## src/rtl/core/espm_pkg.sv

```systemverilog
`timescale 1ns / 1ps

package espm_pkg;

    localparam int CMD_W      = 16;  // Q1.15 command width
    localparam int PULSE_W    = 12;  // pulse width in microseconds
    localparam int ALPHA_W    = 17;  // Q1.16 EMA weight
    localparam int S_W        = 32;  // Q1.31 smoothed throttle
    localparam int VW         = 50;  // mapped value, Q.46, before clamp
    localparam int Q_PULSE    = 46;  // fraction bits at the pulse converter
    localparam int CFG_ADDR_W = 5;   // eight 32-bit registers

    localparam logic [ALPHA_W-1:0] ALPHA_ONE = 17'd65536;
    localparam logic [CMD_W+1:0]   Q15_ONE   = 18'd32768;

    typedef struct packed {
        logic signed [CMD_W-1:0] throttle_cmd;
        logic signed [CMD_W-1:0] steering_cmd;
    } t_in;

    typedef struct packed {
        logic [PULSE_W-1:0] esc_pulse_us;
        logic [PULSE_W-1:0] steer_pulse_us;
    } t_out;

    typedef struct packed {
        logic [ALPHA_W-1:0]      smooth_alpha;
        logic [CMD_W-1:0]        throttle_deadband;
        logic [CMD_W-1:0]        throttle_scale;
        logic [CMD_W-1:0]        steering_gain;
        logic signed [CMD_W-1:0] steering_offset;
        logic [PULSE_W-1:0]      neutral_pulse_us;
        logic [PULSE_W-1:0]      min_pulse_us;
        logic [PULSE_W-1:0]      max_pulse_us;
    } t_cfg;

    typedef enum logic [2:0] {
        REG_ALPHA    = 3'd0,
        REG_DEADBAND = 3'd1,
        REG_SCALE    = 3'd2,
        REG_GAIN     = 3'd3,
        REG_OFFSET   = 3'd4,
        REG_NEUTRAL  = 3'd5,
        REG_MIN      = 3'd6,
        REG_MAX      = 3'd7
    } t_reg_idx;

    typedef enum logic [2:0] {
        S_IDLE,
        S_EMA,
        S_SETUP,
        S_MAP,
        S_PULSE,
        S_DONE
    } t_state;

endpackage

```

## src/rtl/core/espm_regs.sv

```systemverilog
`timescale 1ns / 1ps

module espm_regs (
    input  logic                            i_clk,
    input  logic                            i_rst_n,
    input  logic                            psel,
    input  logic                            penable,
    input  logic                            pwrite,
    input  logic [espm_pkg::CFG_ADDR_W-1:0] paddr,
    input  logic [31:0]                     pwdata,
    output logic [31:0]                     prdata,
    output logic                            pready,
    output espm_pkg::t_cfg                  o_cfg
);
    import espm_pkg::*;

    t_cfg     r_cfg;
    t_reg_idx w_idx;
    logic     w_wr;

    assign w_idx  = t_reg_idx'(paddr[CFG_ADDR_W-1:2]);
    assign w_wr   = psel & penable & pwrite;
    assign pready = 1'b1;
    assign o_cfg  = r_cfg;

    always_ff @(posedge i_clk) begin
        if (!i_rst_n) begin
            r_cfg.smooth_alpha      <= ALPHA_ONE;
            r_cfg.throttle_deadband <= '0;
            r_cfg.throttle_scale    <= 16'd32768;
            r_cfg.steering_gain     <= 16'd32768;
            r_cfg.steering_offset   <= '0;
            r_cfg.neutral_pulse_us  <= 12'd1500;
            r_cfg.min_pulse_us      <= 12'd1000;
            r_cfg.max_pulse_us      <= 12'd2000;
        end else if (w_wr) begin
            case (w_idx)
                REG_ALPHA:    r_cfg.smooth_alpha      <= pwdata[ALPHA_W-1:0];
                REG_DEADBAND: r_cfg.throttle_deadband <= pwdata[CMD_W-1:0];
                REG_SCALE:    r_cfg.throttle_scale    <= pwdata[CMD_W-1:0];
                REG_GAIN:     r_cfg.steering_gain     <= pwdata[CMD_W-1:0];
                REG_OFFSET:   r_cfg.steering_offset   <= $signed(pwdata[CMD_W-1:0]);
                REG_NEUTRAL:  r_cfg.neutral_pulse_us  <= pwdata[PULSE_W-1:0];
                REG_MIN:      r_cfg.min_pulse_us      <= pwdata[PULSE_W-1:0];
                REG_MAX:      r_cfg.max_pulse_us      <= pwdata[PULSE_W-1:0];
                default: ;
            endcase
        end
    end

    always_comb begin
        case (w_idx)
            REG_ALPHA:    prdata = 32'(r_cfg.smooth_alpha);
            REG_DEADBAND: prdata = 32'(r_cfg.throttle_deadband);
            REG_SCALE:    prdata = 32'(r_cfg.throttle_scale);
            REG_GAIN:     prdata = 32'(r_cfg.steering_gain);
            REG_OFFSET:   prdata = 32'(r_cfg.steering_offset);
            REG_NEUTRAL:  prdata = 32'(r_cfg.neutral_pulse_us);
            REG_MIN:      prdata = 32'(r_cfg.min_pulse_us);
            REG_MAX:      prdata = 32'(r_cfg.max_pulse_us);
            default:      prdata = '0;
        endcase
    end

endmodule

```

## src/rtl/core/espm_ser_mul.sv

```systemverilog
`timescale 1ns / 1ps

// Signed A times unsigned B, one DW-bit digit of B per cycle, LSB first.
// Finished low product bits shift into the multiplier register.
module espm_ser_mul #(
    parameter int AW = 18,
    parameter int BW = 32,
    parameter int DW = 4
) (
    input  logic                      i_clk,
    input  logic                      i_rst_n,
    input  logic                      i_start,
    input  logic signed [AW-1:0]      i_a,
    input  logic [BW-1:0]             i_b,
    output logic                      o_done,
    output logic signed [AW+BW-1:0]   o_p
);
    localparam int STEPS = (BW + DW - 1) / DW;
    localparam int LW    = STEPS * DW;
    localparam int CW    = $clog2(STEPS + 1);

    logic signed [AW-1:0]   r_a;
    logic signed [AW:0]     r_acc;
    logic [LW-1:0]          r_lo;
    logic [CW-1:0]          r_cnt;
    logic                   r_busy;
    logic                   r_done;

    logic signed [AW+DW:0]  w_pp;
    logic signed [AW+DW:0]  w_sum;
    logic [LW-1:0]          n_lo;
    logic [AW+LW:0]         w_full;

    assign w_pp   = r_a * $signed({1'b0, r_lo[DW-1:0]});
    assign w_sum  = (AW+DW+1)'(r_acc) + w_pp;
    assign n_lo   = (r_lo >> DW) | (LW'(w_sum[DW-1:0]) << (LW - DW));
    assign w_full = {r_acc, r_lo};
    assign o_p    = w_full[AW+BW-1:0];
    assign o_done = r_done;

    always_ff @(posedge i_clk) begin
        if (!i_rst_n) begin
            r_busy <= 1'b0;
            r_done <= 1'b0;
            r_cnt  <= '0;
        end else begin
            r_done <= 1'b0;
            if (i_start) begin
                r_busy <= 1'b1;
                r_cnt  <= '0;
            end else if (r_busy) begin
                r_cnt <= r_cnt + CW'(1);
                if (r_cnt == CW'(STEPS - 1)) begin
                    r_busy <= 1'b0;
                    r_done <= 1'b1;
                end
            end
        end
    end

    always_ff @(posedge i_clk) begin
        if (i_start) begin
            r_a   <= i_a;
            r_acc <= '0;
            r_lo  <= LW'(i_b);
        end else if (r_busy) begin
            r_acc <= w_sum[AW+DW:DW];
            r_lo  <= n_lo;
        end
    end

endmodule

```

## src/rtl/core/espm_pulse.sv

```systemverilog
`timescale 1ns / 1ps

// Q.46 value -> clamped pulse width. Two stages: saturate to +-1.0 and scale
// by 500, then add neutral, truncate toward zero and clamp to min/max.
module espm_pulse (
    input  logic                          i_clk,
    input  logic                          i_rst_n,
    input  logic                          i_valid,
    input  logic signed [espm_pkg::VW-1:0] i_v,
    input  espm_pkg::t_cfg                i_cfg,
    output logic                          o_valid,
    output logic [espm_pkg::PULSE_W-1:0]  o_us
);
    import espm_pkg::*;

    localparam int Q    = Q_PULSE;
    localparam int PW   = Q + 11;         // holds +-500 * 2^46
    localparam int US_W = PULSE_W + 2;
    localparam int SW   = Q + US_W;
    localparam logic signed [VW-1:0] V_ONE = {{(VW-Q-1){1'b0}}, 1'b1, {Q{1'b0}}};

    logic signed [VW-1:0]   w_vsat;
    logic signed [Q+1:0]    w_vc;
    logic signed [PW-1:0]   w_vx;
    logic signed [PW-1:0]   w_p;
    logic signed [PW-1:0]   r_p;
    logic                   r_v1;

    logic signed [SW-1:0]   w_nx;
    logic signed [SW-1:0]   w_sum;
    logic signed [US_W-1:0] w_us;
    logic signed [US_W-1:0] w_min;
    logic signed [US_W-1:0] w_max;
    logic [PULSE_W-1:0]     n_us;
    logic [PULSE_W-1:0]     r_us;
    logic                   r_v2;

    always_comb begin
        if (i_v > V_ONE)
            w_vsat = V_ONE;
        else if (i_v < -V_ONE)
            w_vsat = -V_ONE;
        else
            w_vsat = i_v;
    end

    assign w_vc = w_vsat[Q+1:0];
    assign w_vx = PW'(w_vc);
    // 500 = 512 - 16 + 4
    assign w_p  = (w_vx <<< 9) - (w_vx <<< 4) + (w_vx <<< 2);

    assign w_nx  = $signed(SW'({i_cfg.neutral_pulse_us, {Q{1'b0}}}));
    assign w_sum = w_nx + SW'(r_p);
    // floor, then bump negative sums with a fraction back toward zero
    assign w_us  = w_sum[SW-1:Q] + US_W'(w_sum[SW-1] & (|w_sum[Q-1:0]));
    assign w_min = $signed(US_W'(i_cfg.min_pulse_us));
    assign w_max = $signed(US_W'(i_cfg.max_pulse_us));

    always_comb begin
        if (w_us < w_min)
            n_us = i_cfg.min_pulse_us;
        else if (w_us > w_max)
            n_us = i_cfg.max_pulse_us;
        else
            n_us = w_us[PULSE_W-1:0];
    end

    assign o_valid = r_v2;
    assign o_us    = r_us;

    always_ff @(posedge i_clk) begin
        if (!i_rst_n) begin
            r_v1 <= 1'b0;
            r_v2 <= 1'b0;
        end else begin
            r_v1 <= i_valid;
            r_v2 <= r_v1;
        end
    end

    always_ff @(posedge i_clk) begin
        if (i_valid)
            r_p <= w_p;
        if (r_v1)
            r_us <= n_us;
    end

endmodule

```

## src/rtl/core/esc_servo_pulse_mapper.sv

```systemverilog
`timescale 1ns / 1ps

// Channel  | Dir | Handshake                  | Word
// ---------+-----+----------------------------+-------------------------------
// in       | in  | i_in_valid / o_in_stall    | t_in: throttle_cmd, steering_cmd
// out      | out | o_out_valid / i_out_stall  | t_out: esc_pulse_us, steer_pulse_us
// cfg      | in  | APB psel/penable/pwrite    | 8 x 32-bit registers at 4*index
//
// One word at a time through the core; the EMA multiply and the throttle map
// multiply run in series through digit-serial shift-add units.
// Synchronous active-low reset; clears control state and smoothed throttle and
// loads the register defaults. The output register holds a word under stall
// while the core takes the next input; the core waits only if that register is
// still full and stalled.
module esc_servo_pulse_mapper #(
    parameter int DIGIT_W = 4
) (
    input  logic                            i_clk,
    input  logic                            i_rst_n,
    input  logic                            i_in_valid,
    output logic                            o_in_stall,
    input  espm_pkg::t_in                   i_in_data,
    output logic                            o_out_valid,
    input  logic                            i_out_stall,
    output espm_pkg::t_out                  o_out_data,
    input  logic                            psel,
    input  logic                            penable,
    input  logic                            pwrite,
    input  logic [espm_pkg::CFG_ADDR_W-1:0] paddr,
    input  logic [31:0]                     pwdata,
    output logic [31:0]                     prdata,
    output logic                            pready
);
    import espm_pkg::*;

    localparam int EMA_AW  = S_W + 1;            // cmd - s
    localparam int EMA_PW  = EMA_AW + ALPHA_W;
    localparam int MAP_AW  = CMD_W + 2;          // scale - deadband
    localparam int MAP_PW  = MAP_AW + S_W;
    localparam int STR_PW  = 2 * CMD_W;
    localparam int ST_W    = STR_PW + 1;         // steering in Q.30
    localparam logic signed [ST_W-1:0] ST_ONE = ST_W'(64'sd1073741824);

    t_cfg   w_cfg;
    t_state r_state;
    t_state n_state;

    logic w_start_ema;
    logic w_start_map;
    logic w_load_out;

    logic signed [S_W-1:0] r_s;      // smoothed throttle, Q1.31

    // ---------------- register file
    espm_regs u_regs (
        .i_clk   (i_clk),
        .i_rst_n (i_rst_n),
        .psel    (psel),
        .penable (penable),
        .pwrite  (pwrite),
        .paddr   (paddr),
        .pwdata  (pwdata),
        .prdata  (prdata),
        .pready  (pready),
        .o_cfg   (w_cfg)
    );

    // ---------------- EMA: s += floor(alpha * ((cmd << 16) - s) / 2^16)
    logic signed [EMA_AW-1:0] w_cmd;
    logic signed [EMA_AW-1:0] w_d;
    logic [ALPHA_W-1:0]       w_alpha;
    logic                     w_ema_done;
    logic signed [EMA_PW-1:0] w_ema_p;
    logic signed [S_W+1:0]    w_inc;
    logic signed [S_W+1:0]    w_s_sum;

    assign w_cmd   = $signed({i_in_data.throttle_cmd[CMD_W-1], i_in_data.throttle_cmd,
                              {CMD_W{1'b0}}});
    assign w_d     = w_cmd - EMA_AW'(r_s);
    // weights above 1.0 saturate
    assign w_alpha = (w_cfg.smooth_alpha > ALPHA_ONE) ? ALPHA_ONE : w_cfg.smooth_alpha;

    espm_ser_mul #(.AW(EMA_AW), .BW(ALPHA_W), .DW(DIGIT_W)) u_ema_mul (
        .i_clk   (i_clk),
        .i_rst_n (i_rst_n),
        .i_start (w_start_ema),
        .i_a     (w_d),
        .i_b     (w_alpha),
        .o_done  (w_ema_done),
        .o_p     (w_ema_p)
    );

    // arithmetic shift is the floor
    assign w_inc   = w_ema_p[EMA_PW-1:16];
    assign w_s_sum = w_inc + (S_W+2)'(r_s);

    // ---------------- steering: cmd * gain + offset, clamped, runs alongside the EMA
    logic                     w_steer_done;
    logic signed [STR_PW-1:0] w_steer_p;
    logic signed [ST_W-1:0]   w_st;
    logic signed [ST_W-1:0]   w_st_c;
    logic signed [VW-1:0]     w_v_str;

    espm_ser_mul #(.AW(CMD_W), .BW(CMD_W), .DW(DIGIT_W)) u_steer_mul (
        .i_clk   (i_clk),
        .i_rst_n (i_rst_n),
        .i_start (w_start_ema),
        .i_a     (i_in_data.steering_cmd),
        .i_b     (w_cfg.steering_gain),
        .o_done  (w_steer_done),
        .o_p     (w_steer_p)
    );

    assign w_st = ST_W'(w_steer_p) +
                  ST_W'($signed({w_cfg.steering_offset, {(CMD_W-1){1'b0}}}));

    always_comb begin
        if (w_st > ST_ONE)
            w_st_c = ST_ONE;
        else if (w_st < -ST_ONE)
            w_st_c = -ST_ONE;
        else
            w_st_c = w_st;
    end

    // Q.30 -> Q.46
    assign w_v_str = VW'($signed({w_st_c, {CMD_W{1'b0}}}));

    // ---------------- throttle deadband map, Q.46
    logic                     w_neg;
    logic [S_W-1:0]           w_mag;
    logic signed [MAP_AW-1:0] w_k;
    logic signed [MAP_AW-1:0] w_db;
    logic                     w_map_done;
    logic signed [MAP_PW-1:0] w_map_p;
    logic signed [VW-1:0]     w_t;
    logic signed [VW-1:0]     w_v_thr;

    assign w_neg = r_s[S_W-1];
    assign w_mag = w_neg ? S_W'(-r_s) : S_W'(r_s);
    assign w_db  = $signed(MAP_AW'(w_cfg.throttle_deadband));
    // brake side always spans up to full scale
    assign w_k   = w_neg ? ($signed(Q15_ONE) - w_db)
                         : ($signed(MAP_AW'(w_cfg.throttle_scale)) - w_db);

    espm_ser_mul #(.AW(MAP_AW), .BW(S_W), .DW(DIGIT_W)) u_map_mul (
        .i_clk   (i_clk),
        .i_rst_n (i_rst_n),
        .i_start (w_start_map),
        .i_a     (w_k),
        .i_b     (w_mag),
        .o_done  (w_map_done),
        .o_p     (w_map_p)
    );

    assign w_t     = $signed(VW'({w_cfg.throttle_deadband, {(S_W-1){1'b0}}})) + VW'(w_map_p);
    // exactly zero stays neutral; any residue takes the deadband jump
    assign w_v_thr = (r_s == '0) ? '0 : (w_neg ? -w_t : w_t);

    // ---------------- pulse conversion, both channels in parallel
    logic               w_esc_valid;
    logic               w_str_valid;
    logic [PULSE_W-1:0] w_esc_us;
    logic [PULSE_W-1:0] w_str_us;

    espm_pulse u_esc_pulse (
        .i_clk   (i_clk),
        .i_rst_n (i_rst_n),
        .i_valid (w_map_done),
        .i_v     (w_v_thr),
        .i_cfg   (w_cfg),
        .o_valid (w_esc_valid),
        .o_us    (w_esc_us)
    );

    espm_pulse u_str_pulse (
        .i_clk   (i_clk),
        .i_rst_n (i_rst_n),
        .i_valid (w_map_done),
        .i_v     (w_v_str),
        .i_cfg   (w_cfg),
        .o_valid (w_str_valid),
        .o_us    (w_str_us)
    );

    // ---------------- sequencer
    always_ff @(posedge i_clk) begin
        if (!i_rst_n)
            r_state <= S_IDLE;
        else
            r_state <= n_state;
    end

    always_comb begin
        n_state     = r_state;
        w_start_ema = 1'b0;
        w_start_map = 1'b0;
        w_load_out  = 1'b0;
        case (r_state)
            S_IDLE: begin
                if (i_in_valid) begin
                    w_start_ema = 1'b1;
                    n_state     = S_EMA;
                end
            end
            S_EMA: begin
                if (w_ema_done)
                    n_state = S_SETUP;
            end
            S_SETUP: begin
                w_start_map = 1'b1;
                n_state     = S_MAP;
            end
            S_MAP: begin
                if (w_map_done)
                    n_state = S_PULSE;
            end
            S_PULSE: begin
                if (w_esc_valid)
                    n_state = S_DONE;
            end
            S_DONE: begin
                if (!o_out_valid || !i_out_stall) begin
                    w_load_out = 1'b1;
                    n_state    = S_IDLE;
                end
            end
            default: n_state = S_IDLE;
        endcase
    end

    assign o_in_stall = (r_state != S_IDLE);

    always_ff @(posedge i_clk) begin
        if (!i_rst_n)
            r_s <= '0;
        else if (r_state == S_EMA && w_ema_done)
            r_s <= w_s_sum[S_W-1:0];
    end

    // ---------------- output register
    logic r_out_valid;
    t_out r_out_data;

    always_ff @(posedge i_clk) begin
        if (!i_rst_n)
            r_out_valid <= 1'b0;
        else if (w_load_out)
            r_out_valid <= 1'b1;
        else if (!i_out_stall)
            r_out_valid <= 1'b0;
    end

    always_ff @(posedge i_clk) begin
        if (w_load_out) begin
            r_out_data.esc_pulse_us   <= w_esc_us;
            r_out_data.steer_pulse_us <= w_str_us;
        end
    end

    assign o_out_valid = r_out_valid;
    assign o_out_data  = r_out_data;

    // ---------------- checks
    a_ema_done_state: assert property (@(posedge i_clk) disable iff (!i_rst_n)
        w_ema_done |-> r_state == S_EMA)
        else $error("EMA multiply finished outside its phase");

    a_steer_done_state: assert property (@(posedge i_clk) disable iff (!i_rst_n)
        w_steer_done |-> r_state == S_EMA)
        else $error("steering multiply finished outside EMA phase");

    a_map_done_state: assert property (@(posedge i_clk) disable iff (!i_rst_n)
        w_map_done |-> r_state == S_MAP)
        else $error("map multiply finished outside its phase");

    a_pulse_pair: assert property (@(posedge i_clk) disable iff (!i_rst_n)
        w_esc_valid |-> w_str_valid && r_state == S_PULSE)
        else $error("pulse converters out of step");

endmodule

```

## config.mk

```make
export PLATFORM = sky130hd
export DESIGN_NAME = esc_servo_pulse_mapper
export DESIGN_NICKNAME = d
export VERILOG_FILES = /design/src/rtl/core/espm_pkg.sv /design/src/rtl/core/espm_regs.sv /design/src/rtl/core/espm_ser_mul.sv /design/src/rtl/core/espm_pulse.sv /design/src/rtl/core/esc_servo_pulse_mapper.sv
export SDC_FILE = /design/constraint.sdc
export NUM_CORES = 2
export LEC_CHECK = 0
export BUFFER_PORTS_ARGS = -buffer_cell sky130_fd_sc_hd__buf_2
export CELL_PAD_IN_SITES_DETAIL_PLACEMENT = 2
export CELL_PAD_IN_SITES_GLOBAL_PLACEMENT = 2
export CORE_UTILIZATION = 44
export DETAILED_ROUTE_END_ITERATION = 10
export MAX_ROUTING_LAYER = met4
export PLACE_DENSITY_LB_ADDON = 0.25
export SLEW_MARGIN = 20
export SYNTH_ARGS = -nofsm -noshare
export SYNTH_HDL_FRONTEND = slang
export SYNTH_SLANG_ARGS = --single-unit
export TNS_END_PERCENT = 50
```

## constraint.sdc

```tcl
create_clock -name i_clk -period 18.75 [get_ports i_clk]
set_clock_uncertainty 0.05 [all_clocks]
set_input_delay 4.6875 -clock i_clk [delete_from_list [all_inputs] [get_ports i_clk]]
set_output_delay 4.6875 -clock i_clk [all_outputs]
set_load 0.005 [all_outputs]
```

Word-level counts from Yosys, hierarchy flattened
Index checks and enable logic that the tools add are counted.
{"block": "word_totals", "reg_bits": 537, "inputBits": 76, "out_inout_bits": 59, "wordCells": 176}
{"block": "classes", "mul": 3, "n_eq_ne": 21, "n_mux": 46, "n_reduce_logical": 26, "n_lt_le_gt_ge": 11, "addsub": 22, "bitwise_logic": 10}
{"cell": "$pmux 32 s8", "count": 1}
{"cell": "$mux 48", "count": 4}
{"cell": "$add 59x57->60", "count": 2}
{"cell": "$add 57x50->57", "count": 2}
{"cell": "$sub 57x52->57", "count": 2}
{"cell": "$mux 50", "count": 2}
{"cell": "$mux 32", "count": 3}
{"cell": "$reduce_or 46->1", "count": 2}
{"cell": "$mux 33", "count": 2}
{"cell": "$mux 17", "count": 3}
{"cell": "$add 48x50->50", "count": 1}
{"cell": "$gt 50x48->1 const B", "count": 1}
{"cell": "$lt 50x47->1 const B", "count": 1}
{"cell": "$neg 50->50", "count": 1}
{"cell": "$gt 49x48->1 const B", "count": 1}
{"cell": "$lt 49x47->1 const B", "count": 1}
{"cell": "$mux 12", "count": 4}
{"cell": "$add 34x38->38", "count": 1}
{"cell": "$mul 33x5->38", "count": 1}
{"cell": "$add 32x31->33", "count": 1}
{"cell": "$gt 33x32->1 const B", "count": 1}
{"cell": "$lt 33x31->1 const B", "count": 1}
{"cell": "$sub 32x32->33", "count": 1}
{"cell": "$add 32x32->32", "count": 1}
{"cell": "other kinds (40)", "count": 99}

Depth between registers and ports, before layout
{"block": "logic_depth", "ltp_word": 9, "mapped_depth": 38}

Modules after synthesis
From an unflattened synthesis, not the netlist that was laid out.
{"block": "unflattened", "cells_unflattened": 6220, "area_unflattened_um2": 53852.9}
{"mod": "esc_servo_pulse_mapper", "seq_area_each_um2": 1441.4, "cells_per_inst": 1296, "instances": 1, "area_each_um2": 9461.6}
{"mod": "espm_pulse at u_esc_pulse", "seq_area_each_um2": 2052.0, "cells_per_inst": 1111, "instances": 1, "area_each_um2": 9336.5}
{"mod": "espm_ser_mul at u_ema_mul", "seq_area_each_um2": 2342.2, "cells_per_inst": 979, "instances": 1, "area_each_um2": 9293.9}
{"mod": "espm_pulse at u_str_pulse", "seq_area_each_um2": 2052.0, "cells_per_inst": 1069, "instances": 1, "area_each_um2": 9103.7}
{"mod": "espm_ser_mul at u_map_mul", "seq_area_each_um2": 2001.9, "cells_per_inst": 581, "instances": 1, "area_each_um2": 6034.5}
{"mod": "espm_regs", "seq_area_each_um2": 2342.2, "cells_per_inst": 685, "instances": 1, "area_each_um2": 5696.7}
{"mod": "espm_ser_mul at u_steer_mul", "seq_area_each_um2": 1401.3, "cells_per_inst": 499, "instances": 1, "area_each_um2": 4926.0}

Worst setup path before layout
Ideal clock, no wire load.
{"block": "synth_path", "path_type": "input port to output port", "from": "in paddr[4] in the netlist's numbering", "to": "out prdata[18]", "path_slack_ns": 7.586, "path_stages": 6, "path_buffers": 4, "required_time_ns": 14.012, "arrival_time_ns": 6.427, "cell_sequence": "clkbuf_1 -> buf_1 -> clkbuf_1 -> nand2_1 -> nor2_1 -> buf_4"}
{"block": "synth_between", "elab_chain_cells": 2, "elab_cells_between_ends": 9}
{"item": "from (decl)", "line": "esc_servo_pulse_mapper.sv:29", "source": "input logic [espm_pkg::CFG_ADDR_W-1:0] paddr,"}
{"item": "$eq 3x3->1, or another cell as far along", "line": "espm_regs.sv:52", "source": "case (w_idx)"}
{"item": "$pmux 32 s8 *", "line": "espm_regs.sv:52"}
{"item": "to (decl)", "line": "esc_servo_pulse_mapper.sv:31", "source": "output logic [31:0] prdata,"}
Mark *: on every way between the ends. The rest lies on a longest branch, timed or not.

Worst setup path after layout
{"block": "layout_path", "from": "in paddr[3] in the netlist's numbering", "to": "out prdata[5]"}
The elaborated chain is that of the path after synthesis.

==> metrics.cfg <==
[status]
outcome = finished, final reports clean

[grt]
grt_usage = 0.344
grt_max_degree = 97
grt_pass1_wl_um = 280000
antenna_found_initial = 9
grt_overflow = 0
grt_pass1_vias = 46000

[synthesis]
yosys.area.top_type = edfxtp_1
synth_most_common_cell = nand2_1
synthCells = 5284
synth_top_area_frac = 0.174
synth_flop_cell = edfxtp_1
synthArstFlopShare = 0
yosysSeqAreaShare = 0.277
synth_nets = 6095
ys_seq_elements = 516
synth.distinct_cells = 101
syn_area_um2 = 47200
yosys-top-cells-area = edfxtp_1 17%, ha_1 12%, fa_1 12%
synth-edff-count = 273
syn_avg_cell_area_um2 = 8.94
synth_commonest_cells = 627 x nand2_1, 470 x inv_1, 458 x ha_1
ys_warn_count = 0

[clock_network]
holdBufCountCts = 0
cts_max_level = 3
cts_resized = 0
cts_made_buffers = 69
cts_num_sinks = 516
clk_latency_ns = 0.67
clockRootBuffer = clkbuf_16
path_clk_slew_ns = 0.06
postCtsSetupBuffers = 0
cts.path.max_buffers = 3
cts_tree = yes

[die]
die_w_um = 330
initial_core_util = 0.446
die_h_um = 330
fp.dieArea_um2 = 109000
io_pins = 135
core_area_um2 = 106000
row_count = 119

[pwr]
power.leakage_nw = 23.2
vdd_drop_max_mv = 0.115
power_density_nw_per_um2 = 129

[setup_path]
r2r_end = u_esc_pulse.r_p[50]$_DFFE_PP_
timing_worst_setup_path_type = primary input to output port
cp.required_ns = 14.01
arrival_ns = 7.55
startpoint_type = primary input
rr_worst_depth = 36
r2r-start = u_regs.o_cfg[84]$_SDFFE_PN0P_
ff2ff_setup_slack_ns = 7.36
cp_max_fo = 44
endpoint_kind = output port

[placement]
io_buffers = 116
gp_congestion = 0.897
dp_hpwl_um = 130000

[routing]
via_count = 41000
drt-wirelength-per-cell_um = 27.0
vias_per_cell = 6.08
dr.pass1.iters = 5
drc = 0
routed_wl_um = 182000
drt_iter0_drc = 2471
postRouteAntennaNets = 0

[cells_and_area]
fillers = 11400
drive_gt1_frac = 0.0660
fin_nets = 6101
syn_to_final_growth_pct = 8.70

[flow_run]
drv_cap = 0

[timing]
layout_min_cycle_time_ns = 12.28
finalSetupViolCount = 0
worst_hold_slack_ns = 0.371
finalMaxSlewViolations = 0
tns_ns = 0
max_freq_mhz = 81.4
hold_violations = 0
rsz0062_at_grt = no
fin_crit_sh = 0.655
tightest_slew_ns = 1.14
worst_slew_margin_rel = 0.230

[hold_path]
hold_end = o_out_data[10]$_DFFE_PP_
whs_path_depth = 0
hold_class = flop to flop
hp-start = u_str_pulse.o_us[10]$_DFFE_PP_

layout by cell type, fill, tap and decap left out, types with 20 or more instances in the layout:
| cell | Yosys | final |
|---|---|---|
| o21a_1 | 46 | 46 |
| xnor2_1 | 236 | 236 |
| fa_1 | 277 | 277 |
| edfxtp_1 | 273 | 273 |
| nand4_1 | 42 | 42 |
| or3_1 | 64 | 64 |
| buf_2 | 6 | 116 |
| dfxtp_1 | 243 | 239 |
| o31ai_1 | 20 | 20 |
| a31oi_1 | 33 | 33 |
| clkbuf_16 | 0 | 69 |
| o21bai_1 | 71 | 71 |
| nor4_1 | 46 | 46 |
| nor3_1 | 86 | 81 |
| xor2_1 | 121 | 121 |
| nand2b_1 | 51 | 51 |
| a211oi_1 | 28 | 28 |
| nor2_1 | 304 | 303 |
| a21oi_1 | 394 | 392 |
| mux2i_1 | 110 | 110 |
| and2_1 | 272 | 272 |
| nand2_1 | 627 | 625 |
| ha_1 | 458 | 458 |
| inv_1 | 470 | 470 |
| nand3_1 | 87 | 87 |
| buf_4 | 15 | 33 |
| a21o_1 | 121 | 121 |
| and3_1 | 24 | 24 |
| o211ai_1 | 28 | 28 |
| or2_2 | 25 | 25 |
| o21ai_0 | 197 | 196 |
| nor2b_1 | 47 | 47 |
worst max path at each step:
stage	start	endpoint	slack (ns)	cells past startpoint
floorplan	paddr[4]	prdata[18]	7.59	6
global placement	paddr[3]	prdata[5]	6.71	6
detailed placement	paddr[3]	prdata[1]	6.65	6
CTS	paddr[3]	prdata[1]	6.59	6
global route	paddr[3]	prdata[5]	6.38	6
finish	paddr[3]	prdata[5]	6.47	6
final cells by class:
type / instances / area [µm²] / share of cell area
repair buffers: 151 / 883 / 0.0172
well taps: 1391 / 1740 / 0.0339
diodes: 5 / 12.5 / 0.000244
clock buffers: 90 / 1880 / 0.0365
inverters: 472 / 1780 / 0.0346
flip-flops and latches: 516 / 13100 / 0.255
clock inverters: 36 / 434 / 0.00846
multi-input cells: 4080 / 31500 / 0.614
per-layer routing:
layer / wire (µm) / share of wire / track usage
met1: 76300 / 0.42 / 0.412
met5: 0 / 0 / -
met4: 6490 / 0.036 / 0.117
met3: 8240 / 0.045 / 0.0461
met2: 91200 / 0.50 / 0.593
critical path, stage by stage:
cell and delay, ns:
buf_2 0.77, inv_1 0.57, nand2_1 0.70, o22ai_1 0.18
o21ai_0 0.41, buf_2 0.20
through the flow:
step | cell area (µm²) | worst slack (ns) | utilization | power, mW | std cells
final | 51300 | 6.47 | 0.485 | 6.60 | 6741
after global routing | 51300 | 6.38 | 0.485 | 7.01 | 6741
after CTS | 51200 | 6.59 | 0.484 | 6.59 | 6734
after detailed placement | 48900 | 6.65 | 0.462 | 5.02 | 6608
after global placement | 48900 | 6.71 | 0.462 | 4.73 | 6608
after floorplan | 47200 | 7.59 | - | 4.04 | 5284
report_power, final:
group	switching (mW)	total (mW)	internal, mW
Clock	0.598	1.41	0.809
Sequential	0.132	1.51	1.38
Combinational	2.20	3.69	1.49
logic make-up (layout without fill, tap and decap cells):
family                     after synthesis  count (layout)  synth area share
adders and majority gates              735             735             0.239
other                                    1               6         0.0000794
DFF                                    516             516             0.277
xor gates and xnor gates               357             357            0.0662
buffers and inverters                  688             749            0.0567
and+or+nand+nor                       1749            1749             0.181
muxes                                  134             134            0.0317
AOI/OAI and AO/OA                     1104            1104             0.148
state kept, by name, summed over array words and instances (netlist names), 12 cells and up:
name	cells
u_steer_mul.r_a	16
u_ema_mul.r_acc	34
u_ema_mul.r_a	33
u_map_mul.r_lo	32
u_map_mul.r_a	17
u_map_mul.r_acc	19
u_str_pulse.o_us	12
r_s	32
u_esc_pulse.r_p	55
u_ema_mul.r_lo	20
u_str_pulse.r_p	39
u_regs.o_cfg	117
u_steer_mul.r_lo	16
o_out_data	24
u_steer_mul.r_acc	17
u_esc_pulse.o_us	12
Power figures use the tool's default switching activity.
